<file path="config.mk">
export PLATFORM = sky130hd
export DESIGN_NAME = rgbrld_core
export DESIGN_NICKNAME = d
export VERILOG_FILES = /design/src/rtl/rgbrld_pkg.sv /design/src/rtl/rgbrld_core.sv
export VERILOG_INCLUDE_DIRS = /design/src /design/src/rtl
export SDC_FILE = /design/constraint.sdc
export NUM_CORES = 1
export LEC_CHECK = 0
export BUFFER_PORTS_ARGS = -buffer_cell sky130_fd_sc_hd__buf_2
export CAP_MARGIN = 20
export CORE_UTILIZATION = 45
export DETAILED_ROUTE_END_ITERATION = 10
export PLACE_DENSITY_LB_ADDON = 0.05
export SYNTH_ARGS = -nofsm -noshare
export SYNTH_HDL_FRONTEND = slang
export SYNTH_SLANG_ARGS = --single-unit
</file>
<file path="constraint.sdc">
create_clock -name clk -period 6.2 [get_ports clk]
set_input_delay 1.24 -clock clk [delete_from_list [all_inputs] [get_ports clk]]
set_output_delay 1.24 -clock clk [all_outputs]
set_load 0.05 [all_outputs]
</file>
<file path="src/rtl/rgb565_run_length_decoder_top_macros.svh">
// Assertion macros shared by the run-length decoder RTL.
`ifndef RGB565_RUN_LENGTH_DECODER_TOP_MACROS_SVH
`define RGB565_RUN_LENGTH_DECODER_TOP_MACROS_SVH

`ifndef SYNTH
// Same-cycle implication, clocked on clk, disabled while rst_n is low.
`define RLD_ASSERT_SAME(lbl, ante, cons, msg) \
    lbl: assert property (@(posedge clk) disable iff (!rst_n) (ante) |-> (cons)) \
        else $error(msg);
// Next-cycle implication, clocked on clk, disabled while rst_n is low.
`define RLD_ASSERT_NEXT(lbl, ante, cons, msg) \
    lbl: assert property (@(posedge clk) disable iff (!rst_n) (ante) |=> (cons)) \
        else $error(msg);
`else
`define RLD_ASSERT_SAME(lbl, ante, cons, msg)
`define RLD_ASSERT_NEXT(lbl, ante, cons, msg)
`endif

`endif

</file>
<file path="src/rtl/rgbrld_pkg.sv">
// Types and constants of the RGB565 run-length decoder.
package rgbrld_pkg;

    localparam int INDEX_BITS  = 24;
    localparam int PIXEL_BITS  = 16;
    localparam int LEN_BITS    = 16;
    localparam int COUNT_BITS  = 15;
    localparam int RUN_BIT     = 15;

    localparam logic [INDEX_BITS-1:0] FRAME_PIXELS_RESET = INDEX_BITS'(129600);

    // Decoder phase codes
    localparam logic [1:0] PH_CTRL_LO = 2'd0;
    localparam logic [1:0] PH_CTRL_HI = 2'd1;
    localparam logic [1:0] PH_PIX_LO  = 2'd2;
    localparam logic [1:0] PH_PIX_HI  = 2'd3;

    // Result kinds
    localparam logic KIND_SPAN   = 1'b0;
    localparam logic KIND_STATUS = 1'b1;

    // Result queue
    localparam int FIFO_DEPTH = 4;
    localparam int FIFO_AW    = 2;
    localparam int FIFO_CW    = 3;

    typedef struct packed {
        logic                  kind;
        logic [PIXEL_BITS-1:0] pixel;
        logic [INDEX_BITS-1:0] start_index;
        logic [LEN_BITS-1:0]   span_length;
        logic                  status;
        logic                  last;
    } result_t;

    // Up to two results per byte: a span, then a status.
    typedef struct packed {
        logic    push0;
        logic    push1;
        result_t res0;
        result_t res1;
    } push_t;

endpackage

</file>
<file path="src/rtl/rgbrld_core.sv">
// Byte input register, frame-size register and the per-byte decode step.
`include "rgb565_run_length_decoder_top_macros.svh"

module rgbrld_core
    import rgbrld_pkg::*;
(
    input  logic                  clk,
    input  logic                  rst_n,
    input  logic                  in_valid,
    output logic                  in_ready,
    input  logic [7:0]            in_byte,
    input  logic                  in_eos,
    input  logic                  cfg_we,
    input  logic [INDEX_BITS-1:0] cfg_wdata,
    input  logic                  space_ok,
    output push_t                 push
);

    logic                  s_valid_reg;
    logic [7:0]            s_byte_reg;
    logic                  s_eos_reg;
    logic [INDEX_BITS-1:0] frame_reg;

    logic [1:0]            phase_reg, phase_next;
    logic [7:0]            low_reg, low_next;
    logic                  run_reg, run_next;
    logic [LEN_BITS-1:0]   rem_reg, rem_next;
    logic [INDEX_BITS-1:0] wi_reg, wi_next;
    logic                  err_reg, err_next;

    logic                  advance;
    logic                  accept;
    logic [LEN_BITS-1:0]   ctrl;
    logic [LEN_BITS-1:0]   count;
    logic                  too_long;
    logic [LEN_BITS-1:0]   len;
    logic                  span_v;
    result_t               span_res;
    result_t               stat_res;

    assign advance  = s_valid_reg && space_ok;
    assign in_ready = !s_valid_reg || space_ok;
    assign accept   = in_valid && in_ready;

    // decode arithmetic
    assign ctrl     = {s_byte_reg, low_reg};
    assign count    = {1'b0, ctrl[COUNT_BITS-1:0]} + LEN_BITS'(1);
    // count > frame - wi, checked as wi + count > frame one bit wider, only while wi <= frame
    assign too_long = (wi_reg <= frame_reg) &&
                      (({1'b0, wi_reg} + (INDEX_BITS+1)'(count)) > {1'b0, frame_reg});
    assign len      = run_reg ? rem_reg : LEN_BITS'(1);

    always_comb
    begin
        phase_next = phase_reg;
        low_next   = low_reg;
        run_next   = run_reg;
        rem_next   = rem_reg;
        wi_next    = wi_reg;
        err_next   = err_reg;
        span_v     = 1'b0;
        if (!err_reg)
        begin
            case (phase_reg)
                PH_CTRL_LO:
                begin
                    if (wi_reg >= frame_reg)
                    begin
                        err_next = 1'b1;
                    end
                    else
                    begin
                        low_next   = s_byte_reg;
                        phase_next = PH_CTRL_HI;
                    end
                end
                PH_CTRL_HI:
                begin
                    if (too_long)
                    begin
                        err_next = 1'b1;
                    end
                    else
                    begin
                        run_next   = ctrl[RUN_BIT];
                        rem_next   = count;
                        phase_next = PH_PIX_LO;
                    end
                end
                PH_PIX_LO:
                begin
                    low_next   = s_byte_reg;
                    phase_next = PH_PIX_HI;
                end
                PH_PIX_HI:
                begin
                    span_v     = 1'b1;
                    wi_next    = wi_reg + INDEX_BITS'(len);
                    rem_next   = rem_reg - len;
                    phase_next = (rem_next == '0) ? PH_CTRL_LO : PH_PIX_LO;
                end
                default:
                begin
                    phase_next = PH_CTRL_LO;
                end
            endcase
        end

        span_res.kind        = KIND_SPAN;
        span_res.pixel       = ctrl;
        span_res.start_index = wi_reg;
        span_res.span_length = len;
        span_res.status      = 1'b0;
        span_res.last        = 1'b0;

        stat_res.kind        = KIND_STATUS;
        stat_res.pixel       = '0;
        stat_res.start_index = wi_next;
        stat_res.span_length = '0;
        stat_res.status      = err_next || (phase_next != PH_CTRL_LO) ||
                               (wi_next != frame_reg);
        stat_res.last        = 1'b1;

        push.push0 = advance && (span_v || s_eos_reg);
        push.push1 = advance && span_v && s_eos_reg;
        push.res0  = span_v ? span_res : stat_res;
        push.res1  = stat_res;

        // end of frame re-arms the decoder
        if (s_eos_reg)
        begin
            phase_next = PH_CTRL_LO;
            low_next   = '0;
            run_next   = 1'b0;
            rem_next   = '0;
            wi_next    = '0;
            err_next   = 1'b0;
        end
    end

    always_ff @(posedge clk or negedge rst_n)
    begin
        if (!rst_n)
        begin
            s_valid_reg <= 1'b0;
            frame_reg   <= FRAME_PIXELS_RESET;
            phase_reg   <= PH_CTRL_LO;
            low_reg     <= '0;
            run_reg     <= 1'b0;
            rem_reg     <= '0;
            wi_reg      <= '0;
            err_reg     <= 1'b0;
        end
        else
        begin
            if (accept)
            begin
                s_valid_reg <= 1'b1;
            end
            else if (advance)
            begin
                s_valid_reg <= 1'b0;
            end
            if (cfg_we)
            begin
                frame_reg <= cfg_wdata;
            end
            if (advance)
            begin
                phase_reg <= phase_next;
                low_reg   <= low_next;
                run_reg   <= run_next;
                rem_reg   <= rem_next;
                wi_reg    <= wi_next;
                err_reg   <= err_next;
            end
        end
    end

    always_ff @(posedge clk)
    begin
        if (accept)
        begin
            s_byte_reg <= in_byte;
            s_eos_reg  <= in_eos;
        end
    end

    `RLD_ASSERT_NEXT(a_eos_rearms, advance && s_eos_reg,
        (phase_reg == PH_CTRL_LO) && (wi_reg == '0) && !err_reg,
        "decoder not re-armed after end of stream")
    `RLD_ASSERT_NEXT(a_err_sticky, err_reg && !(advance && s_eos_reg), err_reg,
        "error flag cleared before end of stream")
    `RLD_ASSERT_SAME(a_pair_order, push.push1,
        push.push0 && (push.res0.kind == KIND_SPAN) && (push.res1.kind == KIND_STATUS),
        "second result must be a status after a span")

endmodule

</file>
# After elaboration in Yosys (flattened, before gate mapping)
# Cells that the tools add are included.
# word_totals
register_bits	86
in_bits	38
out_inout_bits	121
word_cells	78
# op_classes
reduce_logical	21
n_lt_le_gt_ge	3
eq_ne	8
mux	32
add_sub_neg	4
# op_table
cell	count
two-way mux 24 bit	3
two-way mux 16 bit	4
two-way mux 59 bit	1
case mux 16 bit (2 select lines)	1
adder 24 x 16 -> 25 bit	1
greater-than comparator 25 x 24 -> 1 bit	1
adder 24 x 16 -> 24 bit	1
>= comparator 24 bit	1
less-or-equal comparator 24 bit	1
two-way mux 8 bit	3
inequality test 24 bit	1
adder 15 x 1 -> 16 bit (second input constant)	1
logical NOT 16 bit	1
case mux 8 bit (2 select lines)	1
subtractor 16 bit	1
two-way mux 1 bit	12
AND reduction 4 bit	3
two-way mux 2 bit	5
case mux 2 bit (4 select lines)	1
logical AND 1 bit	6
inequality test 3 bit (second input constant)	2
nonzero test 2 bit	3
nonzero test 3 bit	2
equality test 2 bit (second input constant)	2
6 further kinds	10

# Logic depth before layout (Yosys ltp)
# logic_depth
ltp_word	11
mapped_depth	25
depth_no_buf	24

# Least setup slack after synthesis
# OpenSTA, ideal clock, no wires.
# synth_path
path_kind	reg2out
from	reg run_reg
to	out push[1] (netlist bit)
n_path_buf	4
setup_slack_ps	567
t_required_ps	4960
arrival_ps	4393
stages_incl_launch_ff	16
path_cell_list	dfrtp_1 buf_2 clkbuf_1 clkbuf_1 and2_1 fa_1 a211o_1 a211o_1 a211oi_1 nor3b_1 or2_1 clkbuf_1 xor2_1 xnor2_1 a21oi_1 nand4_1
# synth_rtl
element	line	text
start, declared	rgbrld_core.sv:26	logic run_reg, run_next;
start signal, assigned	rgbrld_core.sv:172	run_reg <= run_next;
end, declared	rgbrld_core.sv:16	output push_t push

==> impl_metrics.yaml <==
status:
  outcome: "finished, final reports clean"
synth:
  synth_edf_count: 9
  post_synth.cell_area_avg_um2: 8.14
  synth_flop_cell: "dfrtp_1"
  synthArstFlopShare: 0.895
  ys_warn_count: 0
  ys_seq_area_frac: 0.256
  syn_inst: 1058
  netlist_area_um2: 8610
  synth-seq-cells: 86
  ys_types: 82
finish:
  antennaDiodeCount: 0
  drive_gt1_frac: 0.156
  final_util: 0.506
  area_growth_pct: 9.97
  final_nets: 1246
min_path:
  holdCritStartpoint: "s_byte_reg[6]$_DFFE_PP_"
  hp-class: "reg2reg"
power_and_ir_drop:
  pwr-share-clk: 0.288
  p_per_area_nw_per_um2: 203
  swShare: 0.407
  p_switching_uw: 782
  power_frac_seq: 0.354
  power.leakage_uw: 0.00465
  p_comb_frac: 0.358
  peakVddDrop_mv: 0.180
  cellInternalPower_uw: 1140
drt:
  detail_route.wl_per_cell_um: 20.2
  vias: 7983
  drc: 0
  totalWireLength_mm: 27.4
  avgViaCountPerCell: 5.87
  drt_first_iter_violations: 583
  antenna_left: 0
  firstDrtPassIters: 5
clock_network:
  cts-root-buf: "clkbuf_16"
  cts_tree: "built"
  clkSlewWorstSetupHoldPaths_ns: 0.08
  cts_num_sinks: 86
  clock_path_buffers: 2
  cts_setup_buffers: 0
  clk_latency_ns: 0.36
  htree_num_levels: 3
  holdBufCountCts: 0
  cts_buffers: 9
  cts_resized: 0
floorplanning:
  std_cell_rows: 50
  io_pins: 159
  core_area_um2: 18700
  die-width_um: 140
  die-area_um2: 19700
  die_y_um: 140
  initial_core_util: 0.460
worst_setup_path:
  cp-end-kind: "output pin"
  cp.required_ns: 4.96
  worstSetupStartpointType: "flip-flop"
  r2r-start: "low_reg[1]$_DFFE_PN0P_"
  cp_data_arrival_time_ns: 4.32
  crit_type: "reg2out"
  critPathLaunch: "run_reg$_DFFE_PN0P_"
  crit_fanout: 24
sta:
  fin_crit_sh: 0.897
  hold_viol_final: 0
  setup_viol: 0
  slew_viol_final: 0
  skew_ns: 0.0120
  setup_tns_ns: 0
  rsz0062_at_grt: "no"
  fin_crit_ns: 5.56
  fin_hold_ws_ns: 0.514
  fmax_ghz: 0.180
  worst_pin_slew_ns: 0.918
  maxSlewHeadroom: 0.382
place:
  gp_congestion: 0.946
  hpwlAfterDp_mm: 21.4
  port-buffer-count: 124
grt:
  antenna_found_initial: 0
  track_usage: 0.286
  grt_pass1_wl_mm: 43.2
  grt_max_degree: 48
  grt.overflow.total: 0
  grt_pass1_vias: 7418
job:
  drv_cap: 0
[routing by layer]
layer  GRT usage  part of all wire  wire, um
met1       0.421              0.49     13500
met2       0.416              0.42     11500
met3      0.0496             0.059      1620
met4       0.104             0.031       839
met5           0                 0         0
[worst paths after layout]
kind                                             endpoint  slack [ns]  depth (start not counted)
worst max register to register    rem_reg[11]$_DFFE_PN0P_        0.72                         24
worst min register to register     low_reg[6]$_DFFE_PN0P_        0.51                          1
worst min-delay path               low_reg[6]$_DFFE_PN0P_        0.51                          1
min in group asynchronous       frame_reg[10]$_DFFE_PN0P_        0.81                          1
worst max-delay path                              push[1]        0.64                         15
max in group asynchronous        phase_reg[1]$_DFFE_PN0P_        4.40                          2
[placed cells by master (no fill, tap or decap), types with 9 or more instances in the layout]
cell type | synthesis | layout
nor3_1 | 18 | 18
nand2_1 | 98 | 98
a21o_1 | 20 | 20
xnor2_1 | 48 | 48
a22o_1 | 25 | 25
a211o_1 | 9 | 9
xor2_1 | 34 | 34
o211ai_1 | 11 | 11
and3_1 | 17 | 17
edfxtp_1 | 9 | 9
conb_1 | 2 | 34
nand3_1 | 24 | 24
clkbuf_16 | 0 | 9
o21ai_0 | 90 | 90
nand4_1 | 19 | 19
nand2b_1 | 9 | 9
o2bb2ai_1 | 17 | 17
ha_1 | 85 | 85
dfrtp_1 | 69 | 69
nor2b_1 | 9 | 9
a21oi_1 | 49 | 49
nor2_1 | 66 | 65
o21a_1 | 10 | 10
nor4_1 | 11 | 11
buf_4 | 35 | 11
buf_2 | 7 | 123
and2_1 | 34 | 34
inv_1 | 50 | 50
[power groups by stage]
stage	clock [uW]	sequential (uW)	combinational, uW
2_1_floorplan	0	658	536
3_3_place_gp	0	690	677
3_5_place_dp	0	690	680
4_1_cts	569	679	685
5_1_grt	591	687	756
6_report	554	680	689
[critical path, cell delays in order, from the launching register on]
cell and delay (ns):
dfrtp_1 0.48, buf_4 0.24, inv_1 0.08, buf_4 0.22, nor2_1 0.10, ha_1 0.45
a21o_1 0.17, a211o_1 0.14, o22a_1 0.13, nor3b_1 0.61, or2_1 0.30, nand3_1 0.25
o32ai_1 0.31, nor4_1 0.08, nand4_1 0.13, buf_2 0.27
[logic make-up (layout without fill, tap and decap cells)]
logic type | Yosys count | after routing | synth area share
DFF | 86 | 86 | 0.256
and+or+nand+nor | 331 | 331 | 0.194
buffers and inverters | 165 | 201 | 0.0899
muxes | 11 | 11 | 0.0132
AOI/OAI and AO/OA | 292 | 292 | 0.229
adders and majority gates | 87 | 87 | 0.128
xor gates and xnor gates | 84 | 84 | 0.0886
other | 2 | 34 | 0.000872
[area by class of cell]
class	count	area [um2]
multi-input combinational	839	5750
clock inverter	7	78.8
clock buffer	9	225
fill	1893	9240
sequential	86	2210
inverter	50	188
timing repair buffer	135	726
tap	234	293
[cell usage after synthesis, types with 19 or more instances]
cell type / count / area share
a21o_1: 20 / 0.017
a21oi_1: 49 / 0.028
a22o_1: 25 / 0.025
and2_1: 34 / 0.025
buf_4: 35 / 0.031
clkbuf_1: 68 / 0.030
dfrtp_1: 69 / 0.20
ha_1: 85 / 0.12
inv_1: 50 / 0.022
nand2_1: 98 / 0.043
nand3_1: 24 / 0.014
nand4_1: 19 / 0.014
nor2_1: 66 / 0.029
o21ai_0: 90 / 0.052
xnor2_1: 48 / 0.049
xor2_1: 34 / 0.035
[per-stage QoR]
step           setup slack [ns]  power (uW)  area [um2]  std cells
2_1_floorplan             0.567        1190        8730       1090
4_1_cts                   0.706        1930        9470       1360
3_3_place_gp              0.913        1370        9140       1343
6_report                  0.637        1920        9470       1360
3_5_place_dp              0.809        1370        9170       1344
5_1_grt                   0.264        2030        9470       1360
Power figures use the tool's default switching activity.
