### src/rtl/rgb565_run_length_decoder_top_macros.svh
// Assertion macros shared by the run-length decoder RTL.
`ifndef RGB565_RUN_LENGTH_DECODER_TOP_MACROS_SVH
`define RGB565_RUN_LENGTH_DECODER_TOP_MACROS_SVH

`ifndef SYNTH
// Same-cycle implication, clocked on clk, disabled while rst_n is low.
`define RLD_ASSERT_SAME(lbl, ante, cons, msg) \
    lbl: assert property (@(posedge clk) disable iff (!rst_n) (ante) |-> (cons)) \
        else $error(msg);
// Next-cycle implication, clocked on clk, disabled while rst_n is low.
`define RLD_ASSERT_NEXT(lbl, ante, cons, msg) \
    lbl: assert property (@(posedge clk) disable iff (!rst_n) (ante) |=> (cons)) \
        else $error(msg);
`else
`define RLD_ASSERT_SAME(lbl, ante, cons, msg)
`define RLD_ASSERT_NEXT(lbl, ante, cons, msg)
`endif

`endif

### src/rtl/rgbrld_pkg.sv
// Types and constants of the RGB565 run-length decoder.
package rgbrld_pkg;

    localparam int INDEX_BITS  = 24;
    localparam int PIXEL_BITS  = 16;
    localparam int LEN_BITS    = 16;
    localparam int COUNT_BITS  = 15;
    localparam int RUN_BIT     = 15;

    localparam logic [INDEX_BITS-1:0] FRAME_PIXELS_RESET = INDEX_BITS'(129600);

    // Decoder phase codes
    localparam logic [1:0] PH_CTRL_LO = 2'd0;
    localparam logic [1:0] PH_CTRL_HI = 2'd1;
    localparam logic [1:0] PH_PIX_LO  = 2'd2;
    localparam logic [1:0] PH_PIX_HI  = 2'd3;

    // Result kinds
    localparam logic KIND_SPAN   = 1'b0;
    localparam logic KIND_STATUS = 1'b1;

    // Result queue
    localparam int FIFO_DEPTH = 4;
    localparam int FIFO_AW    = 2;
    localparam int FIFO_CW    = 3;

    typedef struct packed {
        logic                  kind;
        logic [PIXEL_BITS-1:0] pixel;
        logic [INDEX_BITS-1:0] start_index;
        logic [LEN_BITS-1:0]   span_length;
        logic                  status;
        logic                  last;
    } result_t;

    // Up to two results per byte: a span, then a status.
    typedef struct packed {
        logic    push0;
        logic    push1;
        result_t res0;
        result_t res1;
    } push_t;

endpackage

### src/rtl/rgbrld_rfifo.sv
// Four-entry result queue that takes up to two results per cycle.
`include "rgb565_run_length_decoder_top_macros.svh"

module rgbrld_rfifo
    import rgbrld_pkg::*;
(
    input  logic    clk,
    input  logic    rst_n,
    input  push_t   push,
    output logic    space_ok,
    output logic    out_valid,
    input  logic    out_ready,
    output result_t out_res
);

    result_t            entries_reg [FIFO_DEPTH];
    logic [FIFO_AW-1:0] wr_ptr_reg, rd_ptr_reg;
    logic [FIFO_CW-1:0] count_reg, count_next;
    logic [FIFO_CW-1:0] n_push;
    logic               pop;

    assign space_ok  = count_reg <= FIFO_CW'(FIFO_DEPTH - 2);
    assign out_valid = count_reg != '0;
    assign out_res   = entries_reg[rd_ptr_reg];
    assign pop       = out_valid && out_ready;
    assign n_push    = FIFO_CW'(push.push0) + FIFO_CW'(push.push1);
    assign count_next = count_reg + n_push - FIFO_CW'(pop);

    always_ff @(posedge clk or negedge rst_n)
    begin
        if (!rst_n)
        begin
            wr_ptr_reg <= '0;
            rd_ptr_reg <= '0;
            count_reg  <= '0;
        end
        else
        begin
            wr_ptr_reg <= wr_ptr_reg + n_push[FIFO_AW-1:0];
            if (pop)
            begin
                rd_ptr_reg <= rd_ptr_reg + FIFO_AW'(1);
            end
            count_reg <= count_next;
        end
    end

    always_ff @(posedge clk)
    begin
        if (push.push0)
        begin
            entries_reg[wr_ptr_reg] <= push.res0;
        end
        if (push.push1)
        begin
            entries_reg[wr_ptr_reg + FIFO_AW'(1)] <= push.res1;
        end
    end

    `RLD_ASSERT_SAME(a_count_range, 1'b1, count_reg <= FIFO_CW'(FIFO_DEPTH),
        "result queue count out of range")
    `RLD_ASSERT_SAME(a_push_room, push.push0,
        count_reg <= FIFO_CW'(FIFO_DEPTH - 2),
        "result pushed without room for two")
    `RLD_ASSERT_NEXT(a_pop_only, pop && !push.push0,
        count_reg == $past(count_reg) - FIFO_CW'(1),
        "queue count wrong after a pop")

endmodule

### config.mk
export PLATFORM = sky130hd
export DESIGN_NAME = rgbrld_rfifo
export DESIGN_NICKNAME = d
export VERILOG_FILES = /design/src/rtl/rgbrld_pkg.sv /design/src/rtl/rgbrld_rfifo.sv
export VERILOG_INCLUDE_DIRS = /design/src /design/src/rtl
export SDC_FILE = /design/constraint.sdc
export NUM_CORES = 1
export LEC_CHECK = 0
export BUFFER_PORTS_ARGS = -buffer_cell sky130_fd_sc_hd__buf_2
export CAP_MARGIN = 40
export CORE_MARGIN = 2
export CORE_UTILIZATION = 28
export DETAILED_ROUTE_END_ITERATION = 7
export SLEW_MARGIN = 20
export SYNTH_ARGS = -nofsm -noshare
export SYNTH_HDL_FRONTEND = slang
export SYNTH_SLANG_ARGS = --single-unit
export TNS_END_PERCENT = 10
### constraint.sdc
create_clock -name clk -period 10.25 [get_ports clk]
set_input_delay 0 -clock clk [delete_from_list [all_inputs] [get_ports clk]]
set_output_delay 0 -clock clk [all_outputs]
set_load 0.01 [all_outputs]
# Word-level counts from Yosys, hierarchy flattened
# Memories as Yosys holds them, arrays and structs flattened.
# Index checks and enable logic that the tools add are counted.
totals:
  regBits: 7
  elab_cells: 17
  output_inout_bits: 61
  ramBits: 236
  mem_count: 1
classes:
  muxes: 4
  reduce_logical: 2
  addsub: 6
  n_lt_le_gt_ge: 1
memory_table:
  columns: ["memory", "words", "width", "read_ports", "rd_ports_with_merged_regs", "wr", "line_no", "text"]
  rows:
  - ["entries_reg", 4, 59, 1, 0, 2, "rgbrld_rfifo.sv:16", "result_t entries_reg [FIFO_DEPTH];"]
ops:
  columns: ["operator", "count"]
  rows:
  - ["$add 2x1->2 const B", 2]
  - ["$mux 1", 4]
  - ["$add 3x2->3", 1]
  - ["$le 3x2->1 const B", 1]
  - ["$reduce_bool 3->1", 1]
  - ["$sub 3x1->3", 1]
  - ["$add 1x1->2", 1]
  - ["$add 2x2->2", 1]
  - ["$logic_and 1x1->1", 1]

# Longest topological paths before layout
# Gate-level depths: netlist of the first run.
logic_depth:
  ltp_word: 3
  depth_mapped: 9
  mapped_depth_nobuf: 9

# Worst setup path after synthesis of the first run
# Ideal clock, no wire load.
synth_timing:
  path_kind: "register -> register"
  startpoint: "register wr_ptr_reg[0]"
  endpoint: "memory entries_reg[2][0] in the netlist's numbering (enable)"
  path_buffers: 1
  arrival_ps: 4815
  setup_ps: 557
  stages_incl_launch_ff: 4
  path_slack_ps: 4877
  path_cell_list: "dfrtp_1 buf_2 nand2b_1 o21ai_0"
synth_lines:
  columns: ["element", "line_no", "text"]
  rows:
  - ["start: declaration", "rgbrld_rfifo.sv:17", "logic [FIFO_AW-1:0] wr_ptr_reg, rd_ptr_reg;"]
  - ["start signal: assignment", "rgbrld_rfifo.sv:39", "wr_ptr_reg <= wr_ptr_reg + n_push[FIFO_AW-1:0];"]
  - ["end: declaration", "rgbrld_rfifo.sv:16", null]

==> results.json, run 1 <==
{
  "status": "finished, final reports clean",
  "cts.clk_slew.worst_paths_ns": 0.06,
  "area_growth_pct": 38.27,
  "finalCritPeriodShare_pct": 28.03,
  "start_util_pct": 28.56,
  "tns_ns": 0,
  "row_count": 74,
  "maxSlewViolCount": 0,
  "synth_cell_types": 24,
  "synth_seq_cells": 243,
  "grt_pass1_vias": 7861,
  "critPathLaunchType": "flip-flop",
  "synth_compound_area_share_pct": 0.2777,
  "clockPowerShare_pct": 25.0,
  "synth_top_family_by_area": "multiplexers",
  "wire_per_inst_um": 20.05,
  "drive_gt1_share_pct": 54.27,
  "rsz0062_at_grt": "false",
  "die_width_um": 208.5,
  "postRouteAntennaNets": 0,
  "total_power_w": 0.004341,
  "synth-edff-count": 236,
  "antenna_found_initial": 5,
  "netlist_area_um2": 11710,
  "nFillCells": 3771,
  "wirelength_um": 30980,
  "arrival_ns": 3.18,
  "switching_power_w": 0.001362,
  "yosysWarningCount": 0,
  "power.density_nw_per_um2": 268.1,
  "vias": 7198,
  "drt_iter0_markers": 321,
  "seqPwrFrac_pct": 38.1,
  "ir_worst_vdd_uv": 130.0,
  "grt_first_pass_wirelength_um": 47690,
  "fin_util_pct": 39.48,
  "yosysSeqAreaShare_pct": 62.00,
  "drt_first_pass_iters": 4,
  "chipHeight_um": 208.5,
  "ys.flop_type": "edfxtp_1",
  "syn_area_per_cell_um2": 19.17,
  "combPwrFrac_pct": 36.9,
  "synth.area.mux_share_pct": 34.12,
  "max-clock-path-buffers": 3,
  "async_reset_ff_share_pct": 2.881,
  "largest_reg_flops": 236,
  "layout_common_cells": "mux2_2, edfxtp_1, buf_2",
  "whs_ns": 0.07015,
  "ios": 184,
  "crit_fanout": 32,
  "power.internal_w": 0.002979,
  "port_buffers": 183,
  "critPathKind": "flip-flop to flip-flop",
  "gr-total-overflow": 0,
  "fin_crit_ns": 2.873,
  "slew_headroom_pct": 56.20,
  "final_cells": 1545,
  "core-area_um2": 41020,
  "max-cap-violations": 0,
  "synthesis.nets": 740,
  "cts_resized": 0,
  "grtUsageTotal_pct": 14.30,
  "vias_per_cell": 4.659,
  "switching_share_pct": 31.38,
  "cts_tree": "built",
  "cts.sinks": 243,
  "grt_max_degree": 33,
  "skew_ns": 0.01415,
  "required_ns": 10.56,
  "end_kind": "flip-flop",
  "dp_cells": 1304,
  "synthCells": 611,
  "final_nets": 1115,
  "tightest_slew_ns": 0.6555,
  "drcViolationCount": 0,
  "cts_buffers": 30,
  "reg2reg_slack_ns": 7.38,
  "gp_congestion": 0.7066,
  "dieArea_um2": 43480,
  "synth-simple-area-share_pct": 0.4487,
  "p_leak_nw": 5.847,
  "hpwl_um": 17840,
  "clock_latency_ns": 0.56,
  "hp-class": "input pin to flip-flop",
  "setup_violations": 0,
  "synth_xor_area_share_pct": 0.4487,
  "htreeDepth": 1,
  "hold_viol_final": 0,
  "synth_adder_area_share_pct": 0.7051,
  "maxClockFrequency_mhz": 348.1,
  "cts-root-buf": "clkbuf_16"
}
[path summary, 6_finish.rpt]
| path | startpoint | cells past startpoint | endpoint |
|---|---|---|---|
| worst max register to register | wr_ptr_reg[1] | 4 | entries_reg[0][23] |
| max in group asynchronous | rst_n | 3 | rd_ptr_reg[0] |
| worst max-delay path | wr_ptr_reg[1] | 4 | entries_reg[0][23] |
| worst min register to register | count_reg[2] | 1 | count_reg[2] |
| worst min-delay path | push[118] | 4 | wr_ptr_reg[1] |
| min in group asynchronous | rst_n | 3 | count_reg[1] |
[cell families after synthesis]
family | count (synthesis)
DFF | 243
AOI/OAI and AO/OA | 5
and+or+nand+nor | 8
xor gates and xnor gates | 6
buffers and inverters | 47
muxes | 296
adders and majority gates | 6
[worst max-delay path, stage by stage, from the launching register on]
cell           delay [ns]
dfrtp_1              0.64
nand3_4              0.55
buf_4                0.51
mux2_2               0.34
dlygate4sd3_1        0.56
[routing by layer]
metal,track usage (%),part of all wire (%),wire (um)
met2,24.13,48,14780
met1,18.99,45,13940
met5,0,0,0
met3,2.943,5.4,1667
met4,3.101,1.9,597
[timing repair]
item                                   in CTS  in global routing
buffers inserted                            0                  0
hold buffers                              182                  0
endpoints found under the hold margin     247                  0
[final cells by class]
| type | instances | area, um^2 | share of cell area [%] |
|---|---|---|---|
| multi-input combinational | 321 | 4273 | 26.38 |
| tap | 532 | 665.6 | 4.110 |
| sequential | 243 | 7269 | 44.89 |
| timing repair buffer | 383 | 2938 | 18.14 |
| antenna | 5 | 12.51 | 0.07726 |
| clock inverter | 18 | 215.2 | 1.329 |
| clock buffer | 36 | 794.5 | 4.906 |
| inverter | 7 | 26.28 | 0.1622 |
[Yosys cell counts (all sizes together) (2+ instances only)]
master,number,area (um^2)
buf,34,185.2
clkbuf,6,22.52
dfrtp,7,175.2
edfxtp,236,7087
ha,5,62.56
inv,7,26.28
mux2,236,2658
mux4,59,1329
nand3b,2,15.01
nor2,2,7.510
o21ai,2,10.01
xnor2,4,35.03
xor2,2,17.52
[stage by stage]
stage          area, um^2  worst slack, ns
3_3_place_gp        13260            7.422
2_1_floorplan       11710            4.877
5_1_grt             16190            7.261
6_report            16190            7.377
3_5_place_dp        13350            7.511
4_1_cts             16180            7.378
[power groups by stage]
stage	sequential (W)	combinational [W]	clock, W
finish	0.00165	0.00160	0.00109
CTS	0.00166	0.00164	0.00111
detailed placement	0.00168	0.00153	0
global route	0.00169	0.00173	0.00114
floorplan	0.00161	0.00101	0
global placement	0.00171	0.00145	0
(Power assumes the default switching activity.)
==> run 2: changes to the inputs <==
ABC_AREA = 1   (was default)
clock period = 2.7 ns   (was 10.25 ns; I/O delays follow)
==> run 2 against run 1 <==
Maximum frequency is 22% higher. Final area is 2.0% higher. Via count is 46% higher. Critical path type unchanged. Critical endpoint is now entries_reg[3][24]. Largest power group is now combinational logic.
==> results.json, run 2 <==
{
  "layout_common_cells": "nand2_1, o21ai_0, edfxtp_1",
  "wirelength_um": 33950,
  "synth_common_cells": "nand2_1, o21ai_0, edfxtp_1, inv_1, nor2_1",
  "grt_max_degree": 119,
  "fin_crit_ns": 2.358,
  "max-clock-path-buffers": 3,
  "max-cap-violations": 0,
  "cts_tree": "built",
  "setup_violations": 0,
  "slew_headroom_pct": 62.68,
  "grt_first_pass_wirelength_um": 53010,
  "dp_cells": 2090,
  "end_kind": "flip-flop",
  "synthCells": 1393,
  "cts_setup_buffers": 0,
  "vias": 10530,
  "htreeDepth": 1,
  "synthesis.nets": 1522,
  "row_count": 76,
  "hpwl_um": 18760,
  "synth_seq_cells": 243,
  "synth.most_common_cell": "nand2_1",
  "die_width_um": 213.0,
  "hp-class": "input pin to flip-flop",
  "netlist_area_um2": 12230,
  "dieArea_um2": 45360,
  "gp_congestion": 0.7730,
  "finalCritPeriodShare_pct": 87.34,
  "vias_per_cell": 4.531,
  "cts-root-buf": "clkbuf_16",
  "worstReg2RegStart": "wr_ptr_reg[0]",
  "reg2regPathDepth": 5,
  "synth.largest_area_cell": "edfxtp_1",
  "async_reset_ff_share_pct": 2.881,
  "p_leak_nw": 7.264,
  "final_common_cell": "nand2_1",
  "largest_reg_flops": 236,
  "cts.clk_slew.worst_paths_ns": 0.06,
  "ir_worst_vdd_uv": 566.6,
  "final_cells": 2324,
  "critPathKind": "flip-flop to flip-flop",
  "wire_per_inst_um": 14.61,
  "postRouteAntennaNets": 0,
  "maxClockFrequency_mhz": 424.0,
  "yosysWarningCount": 0,
  "setup.worst_path.end": "entries_reg[3][24]",
  "arrival_ns": 2.65,
  "reg2reg_to": "entries_reg[3][24]",
  "chipHeight_um": 213.0,
  "antenna_found_initial": 0,
  "ios": 184,
  "total_power_w": 0.01727,
  "syn_area_per_cell_um2": 8.778,
  "gr-total-overflow": 0,
  "skew_ns": 0.01710,
  "setup.worst_path.start": "wr_ptr_reg[0]",
  "synth_cell_types": 19,
  "reg2reg_slack_ns": 0.34,
  "required_ns": 2.99,
  "synth-edff-count": 236,
  "port_buffers": 183,
  "final_nets": 1846,
  "start_util_pct": 28.39,
  "tightest_slew_ns": 0.5598,
  "maxSlewViolCount": 0,
  "drive_gt1_share_pct": 14.90,
  "drcViolationCount": 0,
  "grt_pass1_vias": 10430,
  "critPathLaunchType": "flip-flop",
  "area_growth_pct": 35.15,
  "hold_viol_final": 0,
  "status": "finished, final reports clean",
  "drt_first_pass_iters": 5,
  "yosysSeqAreaShare_pct": 59.39,
  "power.density_nw_per_um2": 1045,
  "rsz0062_at_grt": "false",
  "synth_top_area_share_pct": 57.96,
  "cts.sinks": 243,
  "cts_buffers": 29,
  "tns_ns": 0,
  "hold_depth": 3,
  "crit_fanout": 118,
  "clock_latency_ns": 0.55,
  "core-area_um2": 43080,
  "drt_iter0_markers": 740,
  "ys_top_cells_by_area": "edfxtp_1, o21ai_0, nand2_1, inv_1, nor2_1",
  "grtUsageTotal_pct": 14.85,
  "ys.flop_type": "edfxtp_1"
}
[run 2: where the power goes]
part / switching (W) / leakage [nW] / total [W] / internal [W]
Sequential: 0.000336 / 2.30 / 0.00625 / 0.00592
Combinational: 0.00465 / 4.49 / 0.00698 / 0.00233
Clock: 0.00160 / 0.474 / 0.00404 / 0.00244
Total: 0.00658 / 7.26 / 0.0173 / 0.0107
[run 2: final cells by class]
cell class              count  area (um^2)
flip-flops and latches    243         7266
multi-input cells         926         4084
clock inverters            20        237.7
clock buffers              32        737.0
repair buffers            384         2965
well taps                 585        732.0
diodes                      1        2.502
inverters                 133        501.7
fillers                  4199        26550
[run 2: repair_timing]
action,in CTS,in global routing
endpoints found under the setup margin,0,0
hold endpoints to repair,247,0
hold buffers,181,0
gates resized for setup,0,0
[run 2: logic make-up (layout without fill, tap and decap cells)]
kind of cell | count (synthesis) | count (layout) | share of synthesized area [%]
XOR/XNOR | 2 | 2 | 0.1433
flip-flops | 243 | 243 | 59.39
adder cells (fa/ha/maj) | 6 | 6 | 0.6753
AO/OA/AOI/OAI | 355 | 355 | 14.53
buffers and inverters | 224 | 569 | 7.869
AND/OR/NAND/NOR | 563 | 563 | 17.39
other | 0 | 1 | 0
[run 2: worst min path at each step]
stage                          from  slack, ns             to
after floorplan               rst_n      -0.30   count_reg[0]
after global placement        rst_n      -0.15  wr_ptr_reg[1]
after detailed placement      rst_n      -0.15  wr_ptr_reg[0]
after CTS                 push[118]      0.003  wr_ptr_reg[0]
after global routing      push[118]       0.07  wr_ptr_reg[0]
final                     push[118]       0.03  wr_ptr_reg[0]
[run 2: critical path, stage by stage (launching register included)]
cell           delay [ns]
dfrtp_1              0.51
inv_1                0.20
nand3_4              0.12
buf_12               0.44
o21ai_0              0.18
dlygate4sd3_1        0.60
[run 2: routing by layer]
metal / vias to the layer above / GRT usage [%] / share of wire, %
met2: 267 / 27.10 / 51
met4: 0 / 5.209 / 2.5
met1: 4962 / 17.76 / 42
met3: 55 / 2.118 / 5.0
met5: - / 0 / 0
li1: 5247 / - / -
[run 2: stage by stage]
stage                     utilization [%]  cell area [um^2]  setup slack [ns]  hold slack, ns
final                               38.36             16530            0.3417         0.03161
after floorplan                         -             12230            0.1772         -0.2956
after global placement              31.89             13740            0.5268         -0.1535
after CTS                           38.36             16520            0.4192        0.003225
after global routing                38.36             16520            0.2009         0.06696
after detailed placement            31.89             13740            0.5911         -0.1500
==> run 3: changes to the inputs <==
--- a/config.mk
+++ b/config.mk
@@ -11,5 +11,5 @@
 export CAP_MARGIN = 40
 export CORE_MARGIN = 2
-export CORE_UTILIZATION = 28
+export CORE_UTILIZATION = 35
 export DETAILED_ROUTE_END_ITERATION = 7
 export SLEW_MARGIN = 20
==> constraint.sdc (replaced) <==
create_clock -name clk -period 2.7 [get_ports clk]
set_input_delay 0.27 -clock clk [delete_from_list [all_inputs] [get_ports clk]]
set_output_delay 0.27 -clock clk [all_outputs]
set_load 0.01 [all_outputs]
==> run 3 against run 2 <==
Non-clock buffer count down 181. Worst hold slack better by 0.022 ns. Maximum frequency fell by 1.9%. Setup slack got worse by 0.047 ns. Core utilization is 4.0 points higher. Critical path type is now flip-flop to output pin.
==> results.json, run 3 (synthesis results as in run 2) <==
{
  "crit_fanout": 32,
  "hold_viol_final": 0,
  "tns_ns": 0,
  "max-clock-path-buffers": 3,
  "ir_worst_vdd_uv": 685.2,
  "area_growth_pct": 19.36,
  "critPathKind": "flip-flop to output pin",
  "vias_per_cell": 4.790,
  "grt_max_degree": 119,
  "vias": 9648,
  "power.density_nw_per_um2": 1140,
  "maxClockFrequency_mhz": 415.8,
  "chipHeight_um": 190.9,
  "slew_headroom_pct": 64.41,
  "required_ns": 2.43,
  "wire_per_inst_um": 15.28,
  "dieArea_um2": 36450,
  "gr-total-overflow": 0,
  "wirelength_um": 30770,
  "whs_ns": 0.05314,
  "status": "finished, final reports clean",
  "finalCritPeriodShare_pct": 89.08,
  "drt_iter0_markers": 618,
  "ios": 184,
  "grtUsageTotal_pct": 16.90,
  "htreeDepth": 1,
  "p_leak_nw": 6.501,
  "final_nets": 1664,
  "cts_tree": "built",
  "grt_pass1_vias": 9268,
  "layout_common_cells": "nand2_1, o21ai_0, edfxtp_1",
  "drcViolationCount": 0,
  "maxSlewViolCount": 0,
  "critPathLaunchType": "flip-flop",
  "largest_reg_flops": 236,
  "max-cap-violations": 0,
  "hp-class": "input pin to flip-flop",
  "cts.sinks": 243,
  "cts.clk_slew.worst_paths_ns": 0.06,
  "drt_first_pass_iters": 5,
  "drive_gt1_share_pct": 16.38,
  "rsz0062_at_grt": "false",
  "seq_area_um2": 7266,
  "row_count": 68,
  "multi_input_area_um2": 4084,
  "die_width_um": 190.9,
  "final_common_cell": "nand2_1",
  "cts_buffers": 28,
  "end_kind": "output pin",
  "hpwl_um": 18200,
  "postRouteAntennaNets": 0,
  "grt_first_pass_wirelength_um": 48730,
  "fin_crit_ns": 2.405,
  "worst_slack_ns": 0.2950,
  "gp_congestion": 0.7420,
  "setup_violations": 0,
  "tightest_slew_ns": 0.5338,
  "skew_ns": 0.01233,
  "start_util_pct": 35.49,
  "clock_latency_ns": 0.54,
  "arrival_ns": 2.14,
  "nFillCells": 3345,
  "port_buffers": 183,
  "antenna_found_initial": 4,
  "cts_setup_buffers": 0,
  "core-area_um2": 34460,
  "place_ws_ns": 0.5232,
  "cts-root-buf": "clkbuf_16"
}
-- run 3: worst paths after layout --
kind,from,slack (ns),cells after the start,end
setup / recovery,rd_ptr_reg[1],0.29,6,out_res[18]
hold / removal,push[106],0.05,3,entries_reg[3][47]
setup reg to reg,count_reg[2],0.56,12,count_reg[2]
hold reg to reg,count_reg[0],0.53,1,count_reg[0]
max in group asynchronous,rst_n,2.43,2,rd_ptr_reg[0]
min in group asynchronous,rst_n,0.09,2,rd_ptr_reg[0]
-- run 3: cell type report --
class / count / share of cell area, %
well taps: 455 / 3.901
multi-input cells: 926 / 27.98
flip-flops and latches: 243 / 49.78
repair buffers: 203 / 8.281
diodes: 2 / 0.03429
inverters: 133 / 3.438
clock buffers: 30 / 4.998
clock inverters: 22 / 1.586
-- run 3: metal layers --
metal / global-route usage (%) / up-vias / part of all wire, % / wire, um
met5: 0 / - / 0.071 / 22
met4: 4.979 / 4 / 2.5 / 768
met3: 2.497 / 65 / 5.3 / 1644
met2: 28.76 / 264 / 48 / 14810
met1: 22.31 / 4426 / 44 / 13530
li1: - / 4889 / - / -
-- run 3: worst max-delay path, cell delays in order, from the launching register on --
cell	delay (ns)
dfrtp_1	0.41
inv_4	0.29
buf_4	0.43
nor2_1	0.08
o21ai_0	0.09
nand2_1	0.10
buf_2	0.15
-- run 3: what timing repair did --
action,in CTS,in global routing
endpoints found under the hold margin,8,0
hold buffers,2,0
resized for setup,0,0
-- run 3: power breakdown --
part	switching (W)	total [W]	internal [W]	leakage [nW]
clock network	0.00154	0.00396	0.00241	0.463
registers	0.000352	0.00626	0.00591	2.30
logic	0.00442	0.00642	0.00200	3.74
-- run 3: metrics by stage --
| stage | util (%) | total power (W) | instance area, um^2 | cells |
|---|---|---|---|---|
| 2_1_floorplan | - | 0.01041 | 12230 | 1393 |
| 3_3_place_gp | 39.50 | 0.01277 | 13610 | 1958 |
| 3_5_place_dp | 39.50 | 0.01290 | 13610 | 1958 |
| 4_1_cts | 42.34 | 0.01691 | 14590 | 2012 |
| 5_1_grt | 42.36 | 0.01791 | 14600 | 2014 |
| 6_report | 42.36 | 0.01664 | 14600 | 2014 |
